### config.mk
export PLATFORM = sky130hd
export DESIGN_NAME = tcp_send_segment_buffer
export DESIGN_NICKNAME = d
export VERILOG_FILES = /design/src/sv/tssb_pkg.sv /design/src/sv/tssb_ram.sv /design/src/sv/tssb_front.sv /design/src/sv/tssb_back.sv /design/src/sv/tcp_send_segment_buffer.sv
export SDC_FILE = /design/constraint.sdc
export NUM_CORES = 2
export LEC_CHECK = 0
export ABC_AREA = 1
export BUFFER_PORTS_ARGS = -buffer_cell sky130_fd_sc_hd__buf_2
export CAP_MARGIN = 40
export CORE_UTILIZATION = 30
export CTS_CLUSTER_DIAMETER = 200
export DETAILED_ROUTE_END_ITERATION = 10
export PLACE_DENSITY_LB_ADDON = 0.1
export SETUP_SLACK_MARGIN = 0.3
export SYNTH_ARGS = -nofsm -noshare
export SYNTH_HDL_FRONTEND = slang
export SYNTH_SLANG_ARGS = --single-unit
### constraint.sdc
create_clock -name clk -period 9.7 [get_ports clk]
set_input_delay 0 -clock clk [delete_from_list [all_inputs] [get_ports clk]]
set_output_delay 0 -clock clk [all_outputs]
set_load 0.02 [all_outputs]
### src/sv/tssb_pkg.sv
// ----------------------------------------------------------------------------
// TCP send segment buffer package
// Command/status codes, field widths, command, queue and descriptor records.
// ----------------------------------------------------------------------------
package tssb_pkg;

	localparam int MAX_RESULTS = 16;
	localparam int LEN_W = 21;

	localparam logic [1:0] CMD_ADD = 2'd0;
	localparam logic [1:0] CMD_COPY = 2'd1;
	localparam logic [1:0] CMD_DISCARD = 2'd2;
	localparam logic [1:0] CMD_SET_HEAD = 2'd3;

	localparam logic [2:0] ST_OK = 3'd0;
	localparam logic [2:0] ST_REJECT = 3'd1;
	localparam logic [2:0] ST_EMPTY = 3'd2;
	localparam logic [2:0] ST_DUMMY = 3'd3;
	localparam logic [2:0] ST_WINDOW = 3'd4;

	typedef struct packed {
		logic [1:0] cmd;
		logic [31:0] seg_handle;
		logic [15:0] seg_len;
		logic [20:0] num_bytes;
		logic [31:0] seq_num;
	} cmd_t;

	typedef struct packed {
		logic valid;
		logic full;
	} queue_stat_t;

	typedef struct packed {
		logic [31:0] handle;
		logic [15:0] trim;
		logic [15:0] len;
	} desc_t;

endpackage

### src/sv/tssb_ram.sv
// ----------------------------------------------------------------------------
// Generic RAM
// One write port and one read port with registered read data.
// ----------------------------------------------------------------------------
module tssb_ram #(
	parameter int WIDTH = 64,
	parameter int DEPTH = 16
) (
	input logic clk,
	input logic we,
	input logic [$clog2(DEPTH)-1:0] waddr,
	input logic [WIDTH-1:0] wdata,
	input logic [$clog2(DEPTH)-1:0] raddr,
	output logic [WIDTH-1:0] rdata
);
	logic [WIDTH-1:0] mem_q [DEPTH];

	always_ff @(posedge clk) begin
		if (we) begin
			mem_q[waddr] <= wdata;
		end
		rdata <= mem_q[raddr];
	end
endmodule

### src/sv/tssb_front.sv
// ----------------------------------------------------------------------------
// TCP send segment buffer front end
// Accepts command transactions into a two-entry queue for the engine.
// ----------------------------------------------------------------------------
module tssb_front (
	input logic clk,
	input logic arst_n,
	input logic push,
	input tssb_pkg::cmd_t push_cmd,
	input logic pop,
	output tssb_pkg::cmd_t head_cmd,
	output tssb_pkg::queue_stat_t stat
);
	import tssb_pkg::*;

	cmd_t ent_q [2];
	logic wp_q;
	logic rp_q;
	logic [1:0] cnt_q;
	logic do_push;
	logic do_pop;

	assign stat.valid = (cnt_q != 2'd0);
	assign stat.full = (cnt_q == 2'd2);
	assign head_cmd = ent_q[rp_q];
	assign do_push = push && !stat.full;
	assign do_pop = pop && stat.valid;

	always_ff @(posedge clk) begin
		if (do_push) begin
			ent_q[wp_q] <= push_cmd;
		end
	end

	always_ff @(posedge clk or negedge arst_n) begin
		if (!arst_n) begin
			wp_q <= 1'b0;
			rp_q <= 1'b0;
			cnt_q <= 2'd0;
		end else begin
			if (do_push) begin
				wp_q <= !wp_q;
			end
			if (do_pop) begin
				rp_q <= !rp_q;
			end
			cnt_q <= cnt_q + {1'b0, do_push} - {1'b0, do_pop};
		end
	end
endmodule

### src/sv/tssb_back.sv
// ----------------------------------------------------------------------------
// TCP send segment buffer engine
// Executes queued commands, walking the descriptor ring for copy and discard.
// ----------------------------------------------------------------------------
module tssb_back #(
	parameter int SEGMENTS = 16
) (
	input logic clk,
	input logic arst_n,
	input logic cfg_we,
	input logic [20:0] cfg_data,
	input tssb_pkg::queue_stat_t qstat,
	input tssb_pkg::cmd_t qcmd,
	output logic pop,
	output logic result_strobe,
	output logic [2:0] status,
	output logic [31:0] frag_handle,
	output logic [15:0] frag_offset,
	output logic [20:0] frag_len,
	output logic last,
	output logic [31:0] head_sequence,
	output logic [20:0] buffered_bytes,
	output logic [20:0] available_bytes
);
	import tssb_pkg::*;

	localparam int IW = (SEGMENTS > 1) ? $clog2(SEGMENTS) : 1;
	localparam int CW = $clog2(SEGMENTS + 1);
	localparam logic [1:0] S_IDLE = 2'd0;
	localparam logic [1:0] S_READ = 2'd1;
	localparam logic [1:0] S_USE = 2'd2;

	logic [1:0] st_q;
	logic [20:0] max_q;
	logic [31:0] head_q;
	logic [20:0] held_q;
	logic [IW-1:0] rptr_q;
	logic [IW-1:0] wptr_q;
	logic [CW-1:0] count_q;
	cmd_t c_q;
	logic [CW-1:0] k_q;
	logic [4:0] n_q;
	logic [20:0] rem_q;
	logic [31:0] off_q;
	logic [21:0] cum_q;

	logic [20:0] avail;
	logic [31:0] tail;
	logic [31:0] tail_gap;
	logic [20:0] size;
	logic [31:0] qoff;
	logic [IW:0] idx_sum;
	logic [IW-1:0] idx;
	logic [IW-1:0] rptr_inc;
	logic [IW-1:0] wptr_inc;
	desc_t rd;
	desc_t wd;
	logic we;
	logic [IW-1:0] waddr;
	logic [63:0] rdata;
	logic hit;
	logic [20:0] start;
	logic [20:0] seg_rest;
	logic [20:0] take;
	logic [CW-1:0] kn;
	logic walk_end;
	logic [21:0] cum_next;
	logic whole;
	logic [20:0] held_dis;
	logic [31:0] head_dis;

	assign avail = (max_q > held_q) ? (max_q - held_q) : 21'd0;
	assign tail = head_q + {11'd0, held_q};
	assign tail_gap = tail - qcmd.seq_num;
	assign size = (tail_gap < {11'd0, qcmd.num_bytes}) ? tail_gap[20:0] : qcmd.num_bytes;
	assign qoff = qcmd.seq_num - head_q;

	assign idx_sum = {1'b0, rptr_q} + k_q[IW:0];
	assign idx = (idx_sum >= (IW+1)'(SEGMENTS)) ? IW'(idx_sum - (IW+1)'(SEGMENTS))
		: idx_sum[IW-1:0];
	assign rptr_inc = (rptr_q == IW'(SEGMENTS - 1)) ? '0 : rptr_q + 1'b1;
	assign wptr_inc = (wptr_q == IW'(SEGMENTS - 1)) ? '0 : wptr_q + 1'b1;

	assign rd = desc_t'(rdata);
	assign hit = (cum_q + {6'd0, rd.len}) > {1'b0, off_q[20:0]};
	assign start = (off_q[20:0] > cum_q[20:0]) ? (off_q[20:0] - cum_q[20:0]) : 21'd0;
	assign seg_rest = {5'd0, rd.len} - start;
	assign take = (seg_rest > rem_q) ? rem_q : seg_rest;
	assign kn = k_q + 1'b1;
	assign walk_end = (kn >= count_q) || (hit && (rem_q == take))
		|| (hit && (n_q == 5'(MAX_RESULTS - 1)));
	assign cum_next = cum_q + {6'd0, rd.len};
	assign whole = off_q >= {16'd0, rd.len};
	assign held_dis = whole ? (held_q - {5'd0, rd.len}) : (held_q - off_q[20:0]);
	assign head_dis = whole ? (head_q + {16'd0, rd.len}) : (head_q + off_q);

	assign pop = (st_q == S_IDLE) && qstat.valid;

	always_comb begin
		we = 1'b0;
		waddr = wptr_q;
		wd.handle = qcmd.seg_handle;
		wd.trim = 16'd0;
		wd.len = qcmd.seg_len;
		if (pop && (qcmd.cmd == CMD_ADD) && ({5'd0, qcmd.seg_len} <= avail)
				&& (qcmd.seg_len != 16'd0) && (count_q != CW'(SEGMENTS))) begin
			we = 1'b1;
		end else if ((st_q == S_USE) && (c_q.cmd == CMD_DISCARD) && !whole) begin
			we = 1'b1;
			waddr = rptr_q;
			wd.handle = rd.handle;
			wd.trim = rd.trim + off_q[15:0];
			wd.len = rd.len - off_q[15:0];
		end
	end

	tssb_ram #(
		.WIDTH(64),
		.DEPTH(SEGMENTS)
	) u_desc (
		.clk(clk),
		.we(we),
		.waddr(waddr),
		.wdata(wd),
		.raddr(idx),
		.rdata(rdata)
	);

	assign head_sequence = head_q;
	assign buffered_bytes = held_q;
	assign available_bytes = avail;

	always_ff @(posedge clk) begin
		if (pop) begin
			c_q <= qcmd;
		end
	end

	always_ff @(posedge clk or negedge arst_n) begin
		if (!arst_n) begin
			st_q <= S_IDLE;
			max_q <= 21'd32768;
			head_q <= '0;
			held_q <= '0;
			rptr_q <= '0;
			wptr_q <= '0;
			count_q <= '0;
			k_q <= '0;
			n_q <= '0;
			rem_q <= '0;
			off_q <= '0;
			cum_q <= '0;
			result_strobe <= 1'b0;
			status <= ST_OK;
			frag_handle <= '0;
			frag_offset <= '0;
			frag_len <= '0;
			last <= 1'b0;
		end else begin
			result_strobe <= 1'b0;
			if (cfg_we) begin
				max_q <= cfg_data;
			end
			case (st_q)
				S_IDLE: begin
					if (pop) begin
						status <= ST_OK;
						frag_handle <= '0;
						frag_offset <= '0;
						frag_len <= '0;
						last <= 1'b1;
						result_strobe <= 1'b1;
						k_q <= '0;
						n_q <= '0;
						cum_q <= '0;
						rem_q <= size;
						off_q <= qoff;
						case (qcmd.cmd)
							CMD_ADD: begin
								if ({5'd0, qcmd.seg_len} > avail) begin
									status <= ST_REJECT;
								end else if (qcmd.seg_len != 16'd0) begin
									if (count_q == CW'(SEGMENTS)) begin
										status <= ST_REJECT;
									end else begin
										wptr_q <= wptr_inc;
										count_q <= count_q + 1'b1;
										held_q <= held_q + {5'd0, qcmd.seg_len};
									end
								end
							end
							CMD_COPY: begin
								if (tail_gap[31]) begin
									status <= ST_WINDOW;
								end else if (size == 21'd0) begin
									status <= ST_EMPTY;
								end else if (count_q == '0) begin
									status <= ST_DUMMY;
									frag_len <= size;
								end else if (qoff > {11'd0, held_q}) begin
									status <= ST_WINDOW;
								end else begin
									result_strobe <= 1'b0;
									st_q <= S_READ;
								end
							end
							CMD_DISCARD: begin
								if ((qoff != 32'd0) && !qoff[31]) begin
									if (count_q == '0) begin
										head_q <= qcmd.seq_num;
									end else begin
										result_strobe <= 1'b0;
										st_q <= S_READ;
									end
								end
							end
							default: begin
								head_q <= qcmd.seq_num;
							end
						endcase
					end
				end
				S_READ: begin
					st_q <= S_USE;
				end
				S_USE: begin
					if (c_q.cmd == CMD_COPY) begin
						cum_q <= cum_next;
						k_q <= kn;
						if (hit) begin
							result_strobe <= 1'b1;
							status <= ST_OK;
							frag_handle <= rd.handle;
							frag_offset <= rd.trim + start[15:0];
							frag_len <= take;
							last <= walk_end;
							rem_q <= rem_q - take;
							n_q <= n_q + 1'b1;
						end else if (walk_end && (n_q == 5'd0)) begin
							result_strobe <= 1'b1;
							status <= ST_EMPTY;
							frag_handle <= '0;
							frag_offset <= '0;
							frag_len <= '0;
							last <= 1'b1;
						end
						st_q <= walk_end ? S_IDLE : S_READ;
					end else begin
						held_q <= held_dis;
						head_q <= head_dis;
						if (whole) begin
							off_q <= off_q - {16'd0, rd.len};
							rptr_q <= rptr_inc;
							count_q <= count_q - 1'b1;
						end
						if (!whole || (count_q == CW'(1)) || (off_q == {16'd0, rd.len})) begin
							if (held_dis == 21'd0) begin
								head_q <= c_q.seq_num;
							end
							result_strobe <= 1'b1;
							status <= ST_OK;
							frag_handle <= '0;
							frag_offset <= '0;
							frag_len <= '0;
							last <= 1'b1;
							st_q <= S_IDLE;
						end else begin
							st_q <= S_READ;
						end
					end
				end
				default: begin
					st_q <= S_IDLE;
				end
			endcase
		end
	end

`ifndef SYNTHESIS
	a_count_range: assert property (@(posedge clk) disable iff (!arst_n)
		count_q <= CW'(SEGMENTS))
		else $error("descriptor count exceeds ring size");
	a_held_nonzero: assert property (@(posedge clk) disable iff (!arst_n)
		(count_q != '0) |-> (held_q != 21'd0))
		else $error("descriptors held with zero buffered bytes");
	a_ring_pointers: assert property (@(posedge clk) disable iff (!arst_n)
		(st_q == S_IDLE) |-> (IW'(wptr_q - rptr_q) == IW'(count_q)))
		else $error("ring pointers disagree with count");
	a_strobe_idle: assert property (@(posedge clk) disable iff (!arst_n)
		(result_strobe && last) |-> (st_q == S_IDLE))
		else $error("final result while engine still walking");
`endif
endmodule

### src/sv/tcp_send_segment_buffer.sv
// ----------------------------------------------------------------------------
// TCP send segment buffer
// Ring of segment descriptors with a head sequence number and four commands.
// ----------------------------------------------------------------------------
// A command transaction is taken when start is high and busy is low; a
// two-entry queue lets up to two commands wait while the engine works. Add
// and set head are handled in the idle state of the engine, as are copy and
// discard that end without touching the ring. Copy and discard walk the ring
// in a read state and a use state per descriptor, for the registered RAM read.
// Each result is presented for one cycle on result_strobe and cannot be
// stalled; a copy gives up to sixteen fragments, and last marks the final
// result of a command. The descriptor RAM needs no clearing after reset.
module tcp_send_segment_buffer #(
	parameter int SEGMENTS = 16
) (
	input logic clk,
	input logic arst_n,
	input logic cfg_we,
	input logic [20:0] cfg_data,
	input logic start,
	output logic busy,
	input logic [1:0] cmd,
	input logic [31:0] seg_handle,
	input logic [15:0] seg_len,
	input logic [20:0] num_bytes,
	input logic [31:0] seq_num,
	output logic result_strobe,
	output logic [2:0] status,
	output logic [31:0] frag_handle,
	output logic [15:0] frag_offset,
	output logic [20:0] frag_len,
	output logic last,
	output logic [31:0] head_sequence,
	output logic [20:0] buffered_bytes,
	output logic [20:0] available_bytes
);
	import tssb_pkg::*;

	cmd_t in_cmd;
	cmd_t q_cmd;
	queue_stat_t q_stat;
	logic q_pop;

	assign in_cmd.cmd = cmd;
	assign in_cmd.seg_handle = seg_handle;
	assign in_cmd.seg_len = seg_len;
	assign in_cmd.num_bytes = num_bytes;
	assign in_cmd.seq_num = seq_num;
	assign busy = q_stat.full;

	tssb_front u_front (
		.clk(clk),
		.arst_n(arst_n),
		.push(start),
		.push_cmd(in_cmd),
		.pop(q_pop),
		.head_cmd(q_cmd),
		.stat(q_stat)
	);

	tssb_back #(
		.SEGMENTS(SEGMENTS)
	) u_back (
		.clk(clk),
		.arst_n(arst_n),
		.cfg_we(cfg_we),
		.cfg_data(cfg_data),
		.qstat(q_stat),
		.qcmd(q_cmd),
		.pop(q_pop),
		.result_strobe(result_strobe),
		.status(status),
		.frag_handle(frag_handle),
		.frag_offset(frag_offset),
		.frag_len(frag_len),
		.last(last),
		.head_sequence(head_sequence),
		.buffered_bytes(buffered_bytes),
		.available_bytes(available_bytes)
	);
endmodule

==> impl_table.tex <==
\begin{tabular}{lr}
\hline
Metric & Value \\
\hline
\multicolumn{2}{l}{\textbf{Outcome}} \\
\quad Outcome & finished clean \\
\multicolumn{2}{l}{\textbf{Yosys}} \\
\quad Ys flop type & sky130\_fd\_sc\_hd\_\_edfxtp\_1 \\
\quad Fraction of registers with async set or reset after synthesis & roughly 16\% \\
\quad Share of the yosys chip area belonging to registers & 54.99\% \\
\quad Register bit count reported by yosys & 1,580 \\
\quad Post-synth design cell area & 82,820 um2 \\
\quad Dominant cell type by area after synthesis & sky130\_fd\_sc\_hd\_\_edfxtp\_1 \\
\quad Mapped Avg Cell Area & 9.821 um2 \\
\quad Synth warnings & 0 \\
\quad Netlist cell types & 66 \\
\quad Synthesized instance count & between 8,000 and 9,000 \\
\quad Post-synth EDFFs & 1,264 \\
\quad Area fraction of the dominant cell type after synthesis & a little under half \\
\quad Cell types with the largest area share after synthesis & sky130\_fd\_sc\_hd\_\_edfxtp\_1 46\%, sky130\_fd\_sc\_hd\_\_nand2\_1 7.8\%, sky130\_fd\_sc\_hd\_\_dfrtp\_1 7.6\% \\
\multicolumn{2}{l}{\textbf{Cells and area}} \\
\quad Count of fill cells added during filler insertion & 27,632 \\
\quad Area used by multi-input combinational logic & around 33,000 um2 \\
\quad Commonest cells after routing, fill and taps aside & 1,716 x sky130\_fd\_sc\_hd\_\_nand2\_1, 1,264 x sky130\_fd\_sc\_hd\_\_edfxtp\_1, 981 x sky130\_fd\_sc\_hd\_\_inv\_1 \\
\quad Total non-filler cell area in the finished layout & between 90,000 and 100,000 um2 \\
\quad Layout area overhead & 19.60\% \\
\quad Sequential Area & 45,550 um2 \\
\quad Most common library cell in the layout ignoring fill and taps & sky130\_fd\_sc\_hd\_\_nand2\_1 \\
\quad Share of post-route cells with drive strength above 1 & 9.964\% \\
\quad Net total in the final layout & 9,646 \\
\multicolumn{2}{l}{\textbf{Die}} \\
\quad Area of the core & around 270,000 um2 \\
\quad DIE HEIGHT & roughly 530 um \\
\quad Die width & roughly 530 um \\
\quad Starting density of the core & between 30\% and 40\% \\
\quad Count of pins on the block boundary & 277 \\
\quad Placement row count & 192 \\
\quad Die area & 278,200 um2 \\
\multicolumn{2}{l}{\textbf{STA}} \\
\quad Maximum operating frequency & 0.1172 GHz \\
\quad Number of slew-limit violations in the final report & 0 \\
\quad Finish-stage setup viols & 0 \\
\quad Final critical-path required period & 8531 ps \\
\quad Final cycle utilization of the critical path & 87.95\% \\
\quad Setup Total Neg Slack & 0 ps \\
\quad Worst-margin pin slew & 1125 ps \\
\quad Number of hold violations in the final report & 0 \\
\quad Unrepaired setup endpoints after global routing & false \\
\quad Setup clock skew after layout & approximately 80 ps \\
\quad Worst Slack Setup Final & 1169 ps \\
\quad Normalized max-slew margin & about a quarter \\
\multicolumn{2}{l}{\textbf{Setup path}} \\
\quad Worst r2r dst & u\_back.rem\_q[19]\$\_DFFE\_PN0P\_ \\
\quad Reg-to-reg critical path startpoint & u\_back.off\_q[14]\$\_DFFE\_PN0P\_ \\
\quad Register-to-register setup slack & 1170 ps \\
\quad Worst r2r path cells & 44 \\
\quad Largest fanout of any net on the critical path & 15 \\
\quad Arr. time, crit path & 9220 ps \\
\quad Worst setup path start & u\_back.off\_q[14]\$\_DFFE\_PN0P\_ \\
\quad Setup crit end kind & register \\
\quad Buffers \& Inverters on Critical Path & 2 \\
\quad Worst setup SP type & register \\
\quad Worst path max stage delay & 450 ps \\
\quad Worst Setup Path Type & reg -> reg \\
\quad Critical-path cell with the highest stage delay & sky130\_fd\_sc\_hd\_\_fa\_1 \\
\quad Most common cell on crit path & sky130\_fd\_sc\_hd\_\_nand2\_1 \\
\quad Required time of the worst setup path & about 10,000 ps \\
\quad Family of cells with the greatest summed delay on the critical path & compound AO/OA/AOI/OAI gates \\
\multicolumn{2}{l}{\textbf{Drt}} \\
\quad Starting DRT DRC Count & 4,455 \\
\quad First-pass iteration count of the detailed router & 8 \\
\quad DR WL/cell & about 23 um \\
\quad Count of unresolved DRC violations after routing & 0 \\
\quad Count of nets left with antenna violations after detail routing & 0 \\
\quad Ratio of routed vias to standard cells & around 4.9 \\
\quad Total wirelength of the detailed-routed design & $\sim$300,000 um \\
\quad Total via count after detailed routing & between 60,000 and 70,000 \\
\multicolumn{2}{l}{\textbf{Place}} \\
\quad DPL Wire Length & 208,800 um \\
\quad Placed Area & approximately 90,000 um2 \\
\quad Worst slack after detailed placement & 520.8 ps \\
\quad Input/output buffers & 276 \\
\quad Routability-driven placement congestion ratio & 0.9266 \\
\multicolumn{2}{l}{\textbf{GRT}} \\
\quad Total congestion overflow after global routing & 0 \\
\quad Pin count of the biggest net entering global routing & 210 \\
\quad Wire length of the first global-routing pass & 436,100 um \\
\quad Antenna violations before repair & 5 \\
\quad GRT Resource Usage Total & about a fifth \\
\quad Vias in the first global route & 62,055 \\
\multicolumn{2}{l}{\textbf{Min path}} \\
\quad Cell depth of the worst min-delay path & 2 \\
\quad Type of the most critical hold path & in -> reg \\
\quad Hold\_sp & seq\_num[0] \\
\quad Worst hold endpoint & u\_front.ent\_q[1][0]\$\_DFFE\_PP\_ \\
\multicolumn{2}{l}{\textbf{Run}} \\
\quad Max-cap violation count & 0 \\
\multicolumn{2}{l}{\textbf{Clock network}} \\
\quad CTS tree & done \\
\quad Max Root-Sink Buffers & 4 \\
\quad Number of buffers added by the clock tree synthesis step & 191 \\
\quad Level count of the clock H-tree & 4 \\
\quad Clk slew on worst S/H paths & about 60 ps \\
\quad Clk root buf & sky130\_fd\_sc\_hd\_\_clkbuf\_16 \\
\quad Later-pin clock latency in the skew report & 880 ps \\
\quad Number of clock sinks & 1,580 \\
\hline
\end{tabular}
[layout make-up]
type	count	area share, %
clock inverter	72	0.8476
multi-input combinational	5534	32.88
antenna	2	0.005053
timing repair buffer	763	6.336
clock buffer	277	5.490
tap	3686	4.656
sequential	1580	45.99
inverter	997	3.802
[flip-flops by register name, summed over array words and instances (netlist names), 22 cells and up]
register and count:
u_back.c_q 34, u_back.cum_q 22, u_back.frag_handle 32, u_back.head_sequence 32, u_back.off_q 32, u_back.u_desc.mem_q 1024
u_back.u_desc.rdata 64, u_front.ent_q 206
[worst max-delay path by stage]
stage                                        end  slack [ps]  cells past startpoint
floorplan           u_back.rem_q[19]$_DFFE_PN0P_        1810                     56
global placement    u_back.rem_q[18]$_DFFE_PN0P_         740                     51
detailed placement  u_back.rem_q[18]$_DFFE_PN0P_         520                     51
CTS                 u_back.rem_q[18]$_DFFE_PN0P_         480                     51
global route        u_back.rem_q[20]$_DFFE_PN0P_         280                     51
finish              u_back.rem_q[19]$_DFFE_PN0P_        1170                     44
[routing by layer]
layer / routed length [um] / global-route usage, % / share of wire, %
met5: 0 / 0 / 0
met4: 10040 / 6.964 / 3.3
met3: 10280 / 2.110 / 3.4
met2: 146700 / 36.53 / 49
met1: 134200 / 27.84 / 45
[kinds of logic (layout without fill, tap and decap cells)]
kind of cell | count (synthesis) | count (layout) | share of synthesized area, %
xor gates and xnor gates | 241 | 241 | 2.558
and+or+nand+nor | 2643 | 2643 | 12.98
buffers and inverters | 1336 | 2109 | 6.170
adders and majority gates | 451 | 451 | 7.131
AOI/OAI and AO/OA | 1890 | 1890 | 12.62
DFF | 1580 | 1580 | 54.99
muxes | 290 | 290 | 3.535
other | 2 | 21 | 0.009068
[worst reg2reg max path: cells and delay by family, from the launching register on]
kind	cells	cell delay, ps
xor gates and xnor gates	2	440
AOI/OAI and AO/OA	17	3220
buffers and inverters	2	240
and+or+nand+nor	18	2240
adders and majority gates	5	1810
DFF	1	430
[what timing repair did]
action                                  CTS  global route
hold buffers                            273             0
resized for setup                         0            21
endpoints found under the setup margin    0            86
hold endpoints to repair                349             0
setup buffers                             0             2
[metrics by stage]
step	hold WS, ps	instances	utilization (%)
detailed placement	137.9	12285	32.82
floorplan	-295.6	8450	-
finish	117.2	12911	36.14
global placement	133.9	12222	32.51
CTS	80.09	12907	36.11
global route	108.5	12910	36.14
[Yosys cell counts (3+ instances only)]
library cell,number
sky130_fd_sc_hd__mux2i_1,270
sky130_fd_sc_hd__a221oi_1,8
sky130_fd_sc_hd__nand2_2,6
sky130_fd_sc_hd__nand3b_1,8
sky130_fd_sc_hd__nand4_1,61
sky130_fd_sc_hd__buf_6,8
sky130_fd_sc_hd__and2_1,6
sky130_fd_sc_hd__a21oi_1,683
sky130_fd_sc_hd__nor3b_1,3
sky130_fd_sc_hd__dfxtp_1,64
sky130_fd_sc_hd__o21bai_1,29
sky130_fd_sc_hd__mux2_2,20
sky130_fd_sc_hd__nor3_1,50
sky130_fd_sc_hd__nand2_1,1717
sky130_fd_sc_hd__a21o_1,24
sky130_fd_sc_hd__o22ai_1,33
sky130_fd_sc_hd__a211oi_1,8
sky130_fd_sc_hd__inv_2,10
sky130_fd_sc_hd__a21boi_0,7
sky130_fd_sc_hd__o31ai_1,34
sky130_fd_sc_hd__nand3_2,3
sky130_fd_sc_hd__clkbuf_1,255
sky130_fd_sc_hd__o21a_1,12
sky130_fd_sc_hd__edfxtp_1,1264
sky130_fd_sc_hd__inv_1,986
sky130_fd_sc_hd__and3_1,3
sky130_fd_sc_hd__buf_2,22
sky130_fd_sc_hd__or2_2,37
sky130_fd_sc_hd__ha_1,416
sky130_fd_sc_hd__a22oi_1,6
sky130_fd_sc_hd__o221ai_1,10
sky130_fd_sc_hd__nor2_1,452
sky130_fd_sc_hd__xnor2_1,62
sky130_fd_sc_hd__nor4_1,23
sky130_fd_sc_hd__o21ai_2,4
sky130_fd_sc_hd__nand3_1,267
sky130_fd_sc_hd__dfrtp_1,251
sky130_fd_sc_hd__o211ai_1,150
sky130_fd_sc_hd__o21ai_1,26
sky130_fd_sc_hd__a31oi_1,101
sky130_fd_sc_hd__fa_1,35
sky130_fd_sc_hd__buf_1,52
sky130_fd_sc_hd__o21ai_0,739
sky130_fd_sc_hd__xor2_1,178
Power is not shown: default switching activity piles up to over one toggle a cycle in this logic, so the estimate is an artifact.
